--- src/hw/rtl/chm_pkg.sv ---
// Shared types, constants and helpers for the coalesced hash map core.
package chm_pkg;

    // Table size; the home-slot reduction below takes the key magnitude modulo this value.
    localparam int CAPACITY = 16;
    localparam int IDX_W    = $clog2(CAPACITY);
    localparam int SLOT_W   = IDX_W + 1;      // slot index plus null code
    localparam int CNT_W    = SLOT_W;

    localparam logic [SLOT_W-1:0] NULL_LINK = SLOT_W'(CAPACITY);
    localparam logic [SLOT_W-1:0] LAST_SLOT = SLOT_W'(CAPACITY - 1);

    typedef enum logic [1:0] {
        CMD_ADD     = 2'd0,
        CMD_SEARCH  = 2'd1,
        CMD_REMOVE  = 2'd2,
        CMD_REPLACE = 2'd3
    } t_cmd;

    // Step the controller asks the datapath to perform this cycle.
    typedef enum logic [3:0] {
        OP_NONE      = 4'd0,
        OP_LOAD      = 4'd1,
        OP_WALK      = 4'd2,
        OP_FREE      = 4'd3,
        OP_RM_WALK   = 4'd4,
        OP_RM_ROUND  = 4'd5,
        OP_RM_SEEK   = 4'd6,
        OP_RM_UNLINK = 4'd7,
        OP_RM_SCAN   = 4'd8,
        OP_RM_FINAL  = 4'd9
    } t_op;

    // Branch conditions reported back to the controller.
    typedef struct packed {
        logic walk_go;
        logic free_scan;
        logic free_done;
        logic rm_go;
        logic rm_hit;
        logic round_done;
        logic seek_go;
        logic seek_hit;
        logic prev_null;
        logic scan_hit;
        logic scan_last;
    } t_status;

    // Home slot: magnitude of the key modulo the table size.
    function automatic logic [IDX_W-1:0] home_of(input logic [31:0] k);
        logic [31:0] mag;
        mag = k[31] ? (~k + 32'd1) : k;
        return IDX_W'(mag % CAPACITY);
    endfunction

endpackage

--- src/hw/rtl/chm_ctrl.sv ---
// Command sequencer for the coalesced hash map core.
module chm_ctrl (
    input  logic            i_clk,
    input  logic            i_rst_n,
    input  logic            start,
    input  logic [1:0]      i_command,
    input  chm_pkg::t_status i_status,
    output chm_pkg::t_op    o_op,
    output logic            busy,
    output logic            o_done
);

    typedef enum logic [9:0] {
        S_IDLE      = 10'b00_0000_0001,
        S_WALK      = 10'b00_0000_0010,
        S_FREE      = 10'b00_0000_0100,
        S_RM_WALK   = 10'b00_0000_1000,
        S_RM_ROUND  = 10'b00_0001_0000,
        S_RM_SEEK   = 10'b00_0010_0000,
        S_RM_UNLINK = 10'b00_0100_0000,
        S_RM_SCAN   = 10'b00_1000_0000,
        S_RM_FINAL  = 10'b01_0000_0000,
        S_REPORT    = 10'b10_0000_0000
    } t_state;

    t_state r_state;
    t_state n_state;

    always_comb begin
        n_state = r_state;
        o_op    = chm_pkg::OP_NONE;
        case (r_state)
            S_IDLE: begin
                if (start) begin
                    o_op = chm_pkg::OP_LOAD;
                    n_state = (i_command == chm_pkg::CMD_REMOVE) ? S_RM_WALK : S_WALK;
                end
            end
            S_WALK: begin
                o_op = chm_pkg::OP_WALK;
                if (!i_status.walk_go) begin
                    n_state = i_status.free_scan ? S_FREE : S_REPORT;
                end
            end
            S_FREE: begin
                o_op = chm_pkg::OP_FREE;
                if (i_status.free_done) begin
                    n_state = S_REPORT;
                end
            end
            S_RM_WALK: begin
                o_op = chm_pkg::OP_RM_WALK;
                if (!i_status.rm_go) begin
                    n_state = i_status.rm_hit ? S_RM_ROUND : S_REPORT;
                end
            end
            S_RM_ROUND: begin
                o_op = chm_pkg::OP_RM_ROUND;
                n_state = i_status.round_done ? S_RM_UNLINK : S_RM_SEEK;
            end
            S_RM_SEEK: begin
                o_op = chm_pkg::OP_RM_SEEK;
                if (!i_status.seek_go) begin
                    n_state = i_status.seek_hit ? S_RM_ROUND : S_RM_UNLINK;
                end
            end
            S_RM_UNLINK: begin
                o_op = chm_pkg::OP_RM_UNLINK;
                n_state = i_status.prev_null ? S_RM_SCAN : S_RM_FINAL;
            end
            S_RM_SCAN: begin
                o_op = chm_pkg::OP_RM_SCAN;
                if (i_status.scan_hit || i_status.scan_last) begin
                    n_state = S_RM_FINAL;
                end
            end
            S_RM_FINAL: begin
                o_op = chm_pkg::OP_RM_FINAL;
                n_state = S_REPORT;
            end
            S_REPORT: begin
                n_state = S_IDLE;
            end
            default: begin
                n_state = S_IDLE;
            end
        endcase
    end

    always_ff @(posedge i_clk) begin
        if (!i_rst_n) begin
            r_state <= S_IDLE;
        end else begin
            r_state <= n_state;
        end
    end

    assign busy   = (r_state != S_IDLE);
    assign o_done = (r_state == S_REPORT);

endmodule

--- src/hw/rtl/chm_datapath.sv ---
// Slot table, chain pointers and result registers of the coalesced hash map core.
module chm_datapath (
    input  logic                        i_clk,
    input  logic                        i_rst_n,
    input  chm_pkg::t_op                i_op,
    input  logic [1:0]                  i_command,
    input  logic signed [31:0]          i_key,
    input  logic signed [31:0]          i_value,
    input  logic signed [31:0]          i_old_value,
    output chm_pkg::t_status            o_status,
    output logic                        o_found,
    output logic signed [31:0]          o_result_value,
    output logic                        o_table_full,
    output logic [chm_pkg::CNT_W-1:0]   o_entry_count,
    output logic                        o_is_empty
);

    localparam int IW = chm_pkg::IDX_W;
    localparam int SW = chm_pkg::SLOT_W;

    logic [31:0]    r_keys [chm_pkg::CAPACITY];
    logic [31:0]    r_vals [chm_pkg::CAPACITY];
    logic           r_used [chm_pkg::CAPACITY];
    logic [SW-1:0]  r_link [chm_pkg::CAPACITY];

    logic [1:0]     r_cmd;
    logic [31:0]    r_key, r_val, r_old, r_res;
    logic [SW-1:0]  r_cur, r_prev, r_pos, r_before, r_scan, r_free;
    logic [SW-1:0]  r_steps, r_walk, r_round;
    logic [chm_pkg::CNT_W-1:0] r_count;
    logic           r_found, r_full;

    // one table read address per cycle
    logic [IW-1:0]  rd_a;
    logic [31:0]    rd_key, rd_val;
    logic [SW-1:0]  rd_link, nxt;
    logic           rd_used, rd_ok, cur_ok, pos_ok;
    logic           holds, home_ins, chain_ins, free_full, match;

    logic           key_we, val_we;
    logic [IW-1:0]  wr_a;
    logic [31:0]    wr_key, wr_val;

    always_comb begin
        case (i_op)
            chm_pkg::OP_RM_SEEK: rd_a = r_pos[IW-1:0];
            chm_pkg::OP_RM_SCAN,
            chm_pkg::OP_FREE:    rd_a = r_scan[IW-1:0];
            default:             rd_a = r_cur[IW-1:0];
        endcase
    end

    assign rd_key  = r_keys[rd_a];
    assign rd_val  = r_vals[rd_a];
    assign rd_link = r_link[rd_a];
    assign rd_used = r_used[rd_a];

    assign cur_ok    = (r_cur < chm_pkg::NULL_LINK);
    assign pos_ok    = (r_pos < chm_pkg::NULL_LINK);
    assign rd_ok     = (i_op == chm_pkg::OP_RM_SEEK) ? pos_ok : cur_ok;
    assign nxt       = (rd_ok && rd_link < chm_pkg::NULL_LINK) ? rd_link : chm_pkg::NULL_LINK;
    assign holds     = cur_ok && rd_used && (rd_key == r_key);
    assign free_full = (r_free >= chm_pkg::NULL_LINK);
    assign home_ins  = (r_cmd == chm_pkg::CMD_ADD) && (r_steps == '0) && !rd_used;
    assign chain_ins = (r_cmd == chm_pkg::CMD_ADD) && !home_ins && !holds && !free_full
                       && (nxt == chm_pkg::NULL_LINK);
    assign match     = pos_ok && ({1'b0, chm_pkg::home_of(rd_key)} == r_cur);

    always_comb begin
        o_status.walk_go    = !home_ins && (nxt != chm_pkg::NULL_LINK) && !holds
                              && (r_steps < chm_pkg::NULL_LINK);
        o_status.free_scan  = (home_ins && ({1'b0, rd_a} == r_free)) || chain_ins;
        o_status.free_done  = (r_scan >= chm_pkg::NULL_LINK) || !rd_used;
        o_status.rm_go      = cur_ok && !holds && (r_steps < chm_pkg::NULL_LINK);
        o_status.rm_hit     = holds;
        o_status.round_done = (r_round == chm_pkg::NULL_LINK);
        o_status.seek_go    = pos_ok && !match && (r_walk < chm_pkg::NULL_LINK);
        o_status.seek_hit   = match;
        o_status.prev_null  = (r_prev == chm_pkg::NULL_LINK);
        o_status.scan_hit   = (rd_link == r_cur);
        o_status.scan_last  = (r_scan == chm_pkg::LAST_SLOT);
    end

    // key/value write port
    always_comb begin
        key_we = 1'b0;
        val_we = 1'b0;
        wr_a   = rd_a;
        wr_key = r_key;
        wr_val = r_val;
        case (i_op)
            chm_pkg::OP_WALK: begin
                if (home_ins) begin
                    key_we = 1'b1;
                    val_we = 1'b1;
                end else if (holds && r_cmd == chm_pkg::CMD_ADD) begin
                    val_we = 1'b1;
                end else if (chain_ins) begin
                    key_we = 1'b1;
                    val_we = 1'b1;
                    wr_a   = r_free[IW-1:0];
                end else if (holds && r_cmd == chm_pkg::CMD_REPLACE && rd_val == r_old) begin
                    val_we = 1'b1;
                end
            end
            chm_pkg::OP_RM_SEEK: begin
                if (match) begin
                    key_we = 1'b1;
                    val_we = 1'b1;
                    wr_a   = r_cur[IW-1:0];
                    wr_key = rd_key;
                    wr_val = rd_val;
                end
            end
            default: begin
            end
        endcase
    end

    always_ff @(posedge i_clk) begin
        if (key_we) begin
            r_keys[wr_a] <= wr_key;
        end
        if (val_we) begin
            r_vals[wr_a] <= wr_val;
        end
    end

    always_ff @(posedge i_clk) begin
        if (!i_rst_n) begin
            for (int i = 0; i < chm_pkg::CAPACITY; i++) begin
                r_used[i] <= 1'b0;
                r_link[i] <= chm_pkg::NULL_LINK;
            end
            r_free  <= '0;
            r_count <= '0;
            r_cmd   <= chm_pkg::CMD_SEARCH;
        end else begin
            case (i_op)
                chm_pkg::OP_LOAD: begin
                    r_cmd   <= i_command;
                    r_key   <= i_key;
                    r_val   <= i_value;
                    r_old   <= i_old_value;
                    r_cur   <= {1'b0, chm_pkg::home_of(i_key)};
                    r_prev  <= chm_pkg::NULL_LINK;
                    r_steps <= '0;
                    r_found <= 1'b0;
                    r_full  <= 1'b0;
                    r_res   <= '0;
                end
                chm_pkg::OP_WALK: begin
                    if (o_status.walk_go) begin
                        r_cur   <= nxt;
                        r_steps <= r_steps + 1'b1;
                    end else begin
                        r_scan <= r_free + 1'b1;
                        if (home_ins) begin
                            r_used[rd_a] <= 1'b1;
                            r_link[rd_a] <= chm_pkg::NULL_LINK;
                            r_count      <= r_count + 1'b1;
                        end else if (holds) begin
                            r_found <= 1'b1;
                            r_res   <= rd_val;
                        end else if (r_cmd == chm_pkg::CMD_ADD && free_full) begin
                            r_full <= 1'b1;
                        end else if (chain_ins) begin
                            r_used[r_free[IW-1:0]] <= 1'b1;
                            r_link[r_free[IW-1:0]] <= chm_pkg::NULL_LINK;
                            r_link[rd_a]           <= r_free;
                            r_count                <= r_count + 1'b1;
                        end
                    end
                end
                chm_pkg::OP_FREE: begin
                    if (o_status.free_done) begin
                        r_free <= (r_scan >= chm_pkg::NULL_LINK) ? chm_pkg::NULL_LINK : r_scan;
                    end else begin
                        r_scan <= r_scan + 1'b1;
                    end
                end
                chm_pkg::OP_RM_WALK: begin
                    if (o_status.rm_go) begin
                        r_prev  <= r_cur;
                        r_cur   <= nxt;
                        r_steps <= r_steps + 1'b1;
                    end else if (holds) begin
                        r_found <= 1'b1;
                        r_res   <= rd_val;
                        r_round <= '0;
                    end
                end
                chm_pkg::OP_RM_ROUND: begin
                    if (!o_status.round_done) begin
                        r_pos    <= nxt;
                        r_before <= r_cur;
                        r_walk   <= '0;
                    end
                end
                chm_pkg::OP_RM_SEEK: begin
                    if (o_status.seek_go) begin
                        r_before <= r_pos;
                        r_pos    <= nxt;
                        r_walk   <= r_walk + 1'b1;
                    end else if (match) begin
                        r_prev  <= r_before;
                        r_cur   <= r_pos;
                        r_round <= r_round + 1'b1;
                    end
                end
                chm_pkg::OP_RM_UNLINK: begin
                    if (o_status.prev_null) begin
                        r_scan <= '0;
                    end
                end
                chm_pkg::OP_RM_SCAN: begin
                    if (o_status.scan_hit) begin
                        r_prev <= r_scan;
                    end else if (!o_status.scan_last) begin
                        r_scan <= r_scan + 1'b1;
                    end
                end
                chm_pkg::OP_RM_FINAL: begin
                    // bypass the vacated slot, then release it
                    if (!o_status.prev_null) begin
                        r_link[r_prev[IW-1:0]] <= rd_link;
                    end
                    r_used[rd_a] <= 1'b0;
                    r_link[rd_a] <= chm_pkg::NULL_LINK;
                    if (r_count != '0) begin
                        r_count <= r_count - 1'b1;
                    end
                    if (r_free > r_cur) begin
                        r_free <= r_cur;
                    end
                end
                default: begin
                end
            endcase
        end
    end

    assign o_found        = r_found;
    assign o_result_value = signed'(r_res);
    assign o_table_full   = r_full;
    assign o_entry_count  = r_count;
    assign o_is_empty     = (r_count == '0);

endmodule

--- src/hw/rtl/coalesced_hash_map_core.sv ---
// Top level of the coalesced hash map core: sequencer plus slot datapath.
//
// Usage:
//   A command transfer happens on a rising edge with start high and busy low;
//   i_command, i_key, i_value and i_old_value are sampled at that edge.
//   busy stays high until the result is presented. The result is on
//   o_found, o_result_value, o_table_full, o_entry_count and o_is_empty,
//   flagged by o_done for exactly one cycle; the receiver cannot stall it, so
//   it must capture the result in that cycle.
// Sequencing, one slot visited per cycle:
//   search/replace/add: load, then walk the chain (+ free-slot scan after an
//   insert that took the lowest free slot).
//   remove: chain walk, then per refill round one slot per chain step, an
//   optional predecessor scan, and a final release step.
// One command at a time; busy drops the cycle after o_done.
// Reset (synchronous, i_rst_n low): table empty, all links null, count and
//   lowest free slot zero, sequencer idle. No clearing pass is needed.
module coalesced_hash_map_core (
    input  logic                        i_clk,
    input  logic                        i_rst_n,
    input  logic                        start,
    output logic                        busy,
    input  logic [1:0]                  i_command,
    input  logic signed [31:0]          i_key,
    input  logic signed [31:0]          i_value,
    input  logic signed [31:0]          i_old_value,
    output logic                        o_done,
    output logic                        o_found,
    output logic signed [31:0]          o_result_value,
    output logic                        o_table_full,
    output logic [chm_pkg::CNT_W-1:0]   o_entry_count,
    output logic                        o_is_empty
);

    chm_pkg::t_op     op;
    chm_pkg::t_status status;

    chm_ctrl u_ctrl (
        .i_clk     (i_clk),
        .i_rst_n   (i_rst_n),
        .start     (start),
        .i_command (i_command),
        .i_status  (status),
        .o_op      (op),
        .busy      (busy),
        .o_done    (o_done)
    );

    chm_datapath u_datapath (
        .i_clk          (i_clk),
        .i_rst_n        (i_rst_n),
        .i_op           (op),
        .i_command      (i_command),
        .i_key          (i_key),
        .i_value        (i_value),
        .i_old_value    (i_old_value),
        .o_status       (status),
        .o_found        (o_found),
        .o_result_value (o_result_value),
        .o_table_full   (o_table_full),
        .o_entry_count  (o_entry_count),
        .o_is_empty     (o_is_empty)
    );

    // accepted command always produces busy next cycle
    a_accept_busy: assert property (@(posedge i_clk) disable iff (!i_rst_n)
        (start && !busy) |=> busy)
        else $error("command transfer did not raise busy");

    // result strobe lasts one cycle and frees the core
    a_done_release: assert property (@(posedge i_clk) disable iff (!i_rst_n)
        o_done |=> (!o_done && !busy))
        else $error("result strobe not followed by idle");

    // a refused add never reports a hit
    a_full_not_found: assert property (@(posedge i_clk) disable iff (!i_rst_n)
        (o_done && o_table_full) |-> !o_found)
        else $error("table_full together with found");

    // stored count never exceeds the table
    a_count_bound: assert property (@(posedge i_clk) disable iff (!i_rst_n)
        o_done |-> (o_entry_count <= chm_pkg::CNT_W'(chm_pkg::CAPACITY)))
        else $error("entry count above capacity");

endmodule
--- config.mk ---
export PLATFORM = sky130hd
export DESIGN_NAME = coalesced_hash_map_core
export DESIGN_NICKNAME = d
export VERILOG_FILES = /design/src/hw/rtl/chm_pkg.sv /design/src/hw/rtl/chm_ctrl.sv /design/src/hw/rtl/chm_datapath.sv /design/src/hw/rtl/coalesced_hash_map_core.sv
export SDC_FILE = /design/constraint.sdc
export NUM_CORES = 2
export LEC_CHECK = 0
export ABC_AREA = 1
export BUFFER_PORTS_ARGS = -buffer_cell sky130_fd_sc_hd__buf_2
export CAP_MARGIN = 15
export CORE_MARGIN = 2
export CORE_UTILIZATION = 63
export CTS_BUF_LIST = sky130_fd_sc_hd__clkbuf_16
export CTS_CLUSTER_SIZE = 20
export DETAILED_ROUTE_END_ITERATION = 10
export GPL_ROUTABILITY_DRIVEN = 0
export PLACE_DENSITY_LB_ADDON = 0.1
export SETUP_SLACK_MARGIN = 0.5
export SYNTH_ARGS = -nofsm -noshare
export SYNTH_HDL_FRONTEND = slang
export SYNTH_SLANG_ARGS = --single-unit
--- constraint.sdc ---
create_clock -name i_clk -period 7.9 [get_ports i_clk]
set_input_delay 1.185 -clock i_clk [delete_from_list [all_inputs] [get_ports i_clk]]
set_output_delay 1.185 -clock i_clk [all_outputs]
set_load 0.005 [all_outputs]
==> Word level (Yosys, flattened, before mapping) <==
Memory sizes are Yosys's and may differ from the RTL's.
Index checks and enable logic that the tools add are counted.
{ "op_classes": {"n_addsub": 9, "order_cmp": 8, "eq_ne": 63, "n_mux": 140, "n_bitwise": 11, "reduce_logical": 61} }
{ "ops": {"columns": ["cell", "n"], "rows": [
  ["2-to-1 mux 32 bit", 8],
  ["2-to-1 mux 5 bit", 40],
  ["one-hot mux 32 bit (3 select lines)", 1],
  ["one-hot mux 10 bit (9 select lines)", 1],
  ["2-to-1 mux 10 bit", 8],
  ["== test 32 bit", 2],
  ["one-hot mux 5 bit (2 select lines)", 6],
  ["one-hot mux 5 bit (4 select lines)", 3],
  ["2-to-1 mux 1 bit", 50],
  ["2-to-1 mux 4 bit", 12],
  ["!= test 2 bit, second input constant", 20],
  ["one-hot mux 4 bit (9 select lines)", 1],
  ["AND reduction 6 bit", 6],
  ["adder 5 x 1 -> 5 bit, second input constant", 6],
  ["< comparator 5 bit, second input constant", 5],
  ["logical AND 1 bit", 22],
  ["== test 4 x 3 -> 1 bit, second input constant", 4],
  ["one-hot mux 4 bit (2 select lines)", 2],
  ["== test 5 bit, second input constant", 3],
  ["one-hot mux 5 bit (3 select lines)", 1],
  ["OR reduction 5 bit", 3],
  ["2-to-1 mux 7 bit", 2],
  ["!= test 2 x 1 -> 1 bit, second input constant", 6],
  ["nonzero test 4 bit", 3],
  ["48 further kinds", 77]
]} }
{ "totals": {"register_bits": 192, "mem_bits_rw": 1120, "in_bits": 101, "out_inout_bits": 42, "elab_cells": 314, "memories": 4} }
{ "memory_table": {"columns": ["name", "depth", "width", "read_ports", "rd_ports_with_merged_regs", "write_ports", "line", "text"], "rows": [
  ["u_datapath.r_keys", 16, 32, 1, 0, 1, "chm_datapath.sv:21", "logic [31:0] r_keys [chm_pkg::CAPACITY];"],
  ["u_datapath.r_vals", 16, 32, 1, 0, 1, "chm_datapath.sv:22", "logic [31:0] r_vals [chm_pkg::CAPACITY];"],
  ["u_datapath.r_link", 16, 5, 1, 0, 16, "chm_datapath.sv:24", "logic [SW-1:0] r_link [chm_pkg::CAPACITY];"],
  ["u_datapath.r_used", 16, 1, 1, 0, 16, "chm_datapath.sv:23", "logic r_used [chm_pkg::CAPACITY];"]
]} }

==> Logic depth before layout (Yosys ltp) <==
An unclocked memory read counts as a cell.
{ "depth": {"word_depth": 27, "ltp_mapped": 35, "depth_no_buf": 32} }

==> Modules after synthesis <==
A second synthesis with hierarchy kept.
{ "hier_totals": {"cells_unflattened": 5222, "hier_area_um2": 57516.4} }
{ "modules_own_cells": {"columns": ["mod", "instances", "cells_per_inst", "area_per_inst_um2", "seq_area_each_um2"], "rows": [
  ["chm_datapath", 1, 5105, 56734.4, 38817.2],
  ["chm_ctrl", 1, 117, 782.0, 200.2]
]} }

==> Least setup slack after synthesis <==
Ideal clock, no wire load.
{ "synth_path": {"kind": "in2reg", "from": "in i_rst_n", "to": "reg u_datapath.r_key[0], enable pin", "setup_time_ns": 0.551, "arrival_time_ns": 5.652, "required_ns": 7.349, "setup_slack_ns": 1.697, "stages": 4, "n_path_buf": 2, "cell_sequence": "buf_2 inv_1 clkbuf_1 nor2_1"} }
{ "synth_via": {"elab_chain_len": 1} }
{ "synth_lines": {"columns": ["item", "line", "text"], "rows": [
  ["start, declared", "coalesced_hash_map_core.sv:20", "input logic i_rst_n,"],
  ["AND reduction 2 bit (no line)", null, null],
  ["end signal, assigned", "chm_datapath.sv:142", "r_key <= i_key;"],
  ["end, declared", "chm_datapath.sv:27", "logic [31:0] r_key, r_val, r_old, r_res;"]
]} }
Every way passes these cells.
A chain may end at the register's enable or synchronous reset.

==> Final worst setup path <==
{ "layout_path": {"from": "reg u_ctrl.r_state[1]", "to": "mem u_datapath.r_vals[13][10], enable pin"} }
{ "layout_via": {"elab_chain_len": 19, "word_cells_on_any_way": 58, "classes_between": "1 x add/sub; 1 x order compare; 17 x eq/ne; 18 x mux; 1 x bitwise; 16 x reduce/logical; 4 x memory"} }
{ "layout_lines": {"columns": ["item", "line", "text"], "rows": [
  ["start, declared", "chm_ctrl.sv:26", "t_state r_state;"],
  ["start signal, assigned", "chm_ctrl.sv:94", "r_state <= n_state;"],
  ["== test 10 x 9 -> 1 bit (tied with other cells)", "chm_ctrl.sv:32", "case (r_state)"],
  ["one-hot mux 4 bit (9 select lines) *", "chm_ctrl.sv:32", null],
  ["branches (longest 17 deep; another with memory (16 x 5 bit))", null, null],
  ["end, declared", "chm_datapath.sv:22", null]
]} }
Mark *: on every way between the ends.

==> impl_metrics.env <==
export IMPL_cts_path_max_buffers=3
export IMPL_power_leakage_nw=25.6
export IMPL_seq_area_um2=39000
export IMPL_synth_top_area_cell="edfxtp_1"
export IMPL_cts_clk_slew_worst_paths_ns=0.06
export IMPL_cts_sinks=1312
export IMPL_postCtsHoldBufs=0
export IMPL_drv_slew=0
export IMPL_cts_root_buf="clkbuf_16"
export IMPL_synth_cell_types=54
export IMPL_async_reset_ff_share_pct=0
export IMPL_synth_common_cells="nand2_1 (1799), edfxtp_1 (1274), inv_1 (451), nor2_1 (327), a22oi_1 (250)"
export IMPL_crit_start="u_ctrl.r_state[1]"
export IMPL_rsz0062_at_grt="no"
export IMPL_power_frac_seq_pct=44.5
export IMPL_vias_per_cell=6.02
export IMPL_syn_nets=5462
export IMPL_critical_path_max_stage_delay_ns=0.47
export IMPL_vdd_drop_max_mv=0.258
export IMPL_synth_top_cell_area_share_pct=66.4
export IMPL_setup_viol=0
export IMPL_path_delay_family="simple AND/OR/NAND/NOR gates"
export IMPL_crit_type="reg2reg"
export IMPL_placed_cells=6561
export IMPL_tns_ns=0
export IMPL_drv_cap=0
export IMPL_synth_flop_cell="edfxtp_1"
export IMPL_reg2reg_from="u_ctrl.r_state[1]"
export IMPL_syn_inst=5344
export IMPL_cp_max_fo=20
export IMPL_syn_area_um2=57600
export IMPL_vias=40982
export IMPL_io_buffers=142
export IMPL_critPathCaptureType="register"
export IMPL_routed_wl_um=155000
export IMPL_top_layer="met4"
export IMPL_die_area_um2=93900
export IMPL_cts_buffers=135
export IMPL_wl_per_cell_um=22.7
export IMPL_wl_met2_um=70700
export IMPL_p_per_area_nw_per_um2=283
export IMPL_synth_area_leaders="edfxtp_1 (66%), nand2_1 (12%), a22oi_1 (3.3%)"
export IMPL_start_util_pct=63.8
export IMPL_fin_nets=5646
export IMPL_io_pins=143
export IMPL_ys_ff_latch=1312
export IMPL_slowest_stage="nor2_4"
export IMPL_fin_crit_ns=6.99
export IMPL_core_um2=90300
export IMPL_min_delay_start="u_datapath.o_entry_count[3]"
export IMPL_drt_first_pass_iters=8
export IMPL_wl_met3_um=16900
export IMPL_drc=0
export IMPL_pwr_share_comb_pct=22.9
export IMPL_stdcell_count=6807
export IMPL_yosysMostFrequentCell="nand2_1"
export IMPL_antenna_found_initial=1
export IMPL_ant_nets=1
export IMPL_worstPathRequired_ns=8.29
export IMPL_fp_dieW_um=306
export IMPL_track_usage_pct=33.0
export IMPL_met1_length_um=62400
export IMPL_grt_pass1_vias=38958
export IMPL_yosys_warnings=0
export IMPL_violations="antenna violations"
export IMPL_hold_class="reg2reg"
export IMPL_n_fill_cell=6324
export IMPL_clkPwrFrac_pct=32.6
export IMPL_switching_power_mw=5.83
export IMPL_hpwl_um=93700
export IMPL_yosysSeqAreaShare_pct=67.7
export IMPL_finClkSkew_ns=0.0394
export IMPL_p_int_mw=12.4
export IMPL_tightest_slew_ns=1.27
export IMPL_grt_first_pass_wirelength_um=233000
export IMPL_cts_tree="done"
export IMPL_period_share_pct=88.5
export IMPL_htreeDepth=4
export IMPL_insertion_delay_ns=0.76
export IMPL_final_layout_size_suffix_gt1_share_pct=10.4
export IMPL_overflow=0
export IMPL_multi_input_area_um2=15900
export IMPL_worst_hold_slack_ns=0.501
export IMPL_outcome="complete, but fails checks"
export IMPL_synth_avg_cell_area_um2=10.8
export IMPL_cp_common_cell="nand2_1"
export IMPL_num_rows=110
export IMPL_grt_max_degree=142
export IMPL_slew_headroom_pct=14.5
export IMPL_die_y_um=306
export IMPL_synth_edf_count=1274
export IMPL_cp_arrival_ns=7.38
export IMPL_drt_iter0_markers=5503
export IMPL_cp_start_kind="register"
export IMPL_cp_num_buf_inv=6
export IMPL_power_share_switching_pct=32.0
export IMPL_area_delta_synth_final_pct=11.9
export IMPL_hold_violations=0
export IMPL_max_freq_ghz=0.143
[worst register-to-register path: cells and delay by family, from the launching register on]
| family | cells | cell delay [ns] |
|---|---|---|
| and+or+nand+nor | 23 | 4.35 |
| buffers and inverters | 6 | 1.53 |
| AOI/OAI and AO/OA | 1 | 0.16 |
| DFF | 1 | 0.32 |
| adders and majority gates | 1 | 0.23 |
[flip-flops by register name, summed over array words and instances, names as in the netlist]
register	count
u_datapath.r_val	32
u_datapath.r_old	32
u_datapath.r_before	5
u_datapath.r_link	80
u_datapath.r_free	5
u_datapath.r_cur	5
u_datapath.o_entry_count	5
u_datapath.r_key	32
u_datapath.r_prev	5
u_datapath.r_used	16
u_datapath.r_cmd	2
u_datapath.o_table_full	1
u_ctrl.r_state	10
u_datapath.r_round	5
u_datapath.r_keys	512
u_datapath.r_steps	5
u_datapath.r_scan	5
u_datapath.r_vals	512
u_datapath.r_pos	5
u_datapath.o_result_value	32
u_datapath.o_found	1
u_datapath.r_walk	5
[final cells by class]
| class | instances | share of cell area [%] |
|---|---|---|
| sequential | 1312 | 60.5 |
| multi-input combinational | 3303 | 24.7 |
| clock buffer | 136 | 5.28 |
| timing repair buffer | 310 | 3.44 |
| inverter | 466 | 2.72 |
| tap | 1176 | 2.28 |
| clock inverter | 98 | 1.07 |
| antenna | 6 | 0.0233 |
[worst paths after layout]
| kind | cells after the start | to | slack (ns) |
|---|---|---|---|
| min reg2reg | 2 | u_datapath.o_entry_count[3] | 0.50 |
| max reg2reg | 31 | u_datapath.r_vals[13][10] | 0.91 |
| min | 2 | u_datapath.o_entry_count[3] | 0.50 |
| max | 31 | u_datapath.r_vals[13][10] | 0.91 |
[power by group through the flow]
stage               clock network (mW)  logic, mW  registers (mW)
floorplan                            0       2.59            8.21
global placement                     0       3.99            8.24
detailed placement                   0       4.05            8.24
CTS                               6.00       4.08            8.09
global route                      6.26       4.55            8.11
finish                            5.95       4.18            8.10
[logic make-up (layout without fill, tap and decap cells)]
group	after synthesis	count (layout)	synth area share [%]
other	0	6	0
AOI/OAI and AO/OA	683	683	7.53
and+or+nand+nor	2570	2570	18.7
adders and majority gates	17	17	0.382
buffers and inverters	729	1010	5.20
DFF	1312	1312	67.7
xor gates and xnor gates	33	33	0.502
[per-stage QoR]
step / total power, mW / setup WS [ns] / area, um2 / utilization, %
after global placement: 12.2 / 1.26 / 60300 / 66.8
final: 18.2 / 0.906 / 64500 / 71.4
after detailed placement: 12.3 / 1.09 / 60300 / 66.8
after floorplan: 10.8 / 1.70 / 57600 / -
after CTS: 18.2 / 1.04 / 64400 / 71.3
after global routing: 18.9 / 0.507 / 64500 / 71.4
[metal layers]
metal / GRT usage [%] / vias to the layer above
met2: 50.8 / 2367
met4: 11.1 / 0
met5: 0 / -
met3: 6.73 / 341
li1: - / 18714
met1: 47.5 / 19560
[cell usage in the layout, fill, tap and decap left out, drive strengths merged, types with 35 or more instances in the layout]
master	n
clkinv	53
nand4	60
a21oi	40
nand3	167
a211oi	35
nand3b	135
a22oi	250
dfxtp	38
inv	504
o22ai	55
nand2	1813
edfxtp	1274
o21ai	268
nor2	343
buf	309
clkbuf	137
[timing repair]
action,4_1_cts,5_1_grt
resized for setup,0,0
setup buffers,0,3
hold endpoints to repair,0,0
setup endpoints to repair,0,17
Power figures use the tool's default switching activity.
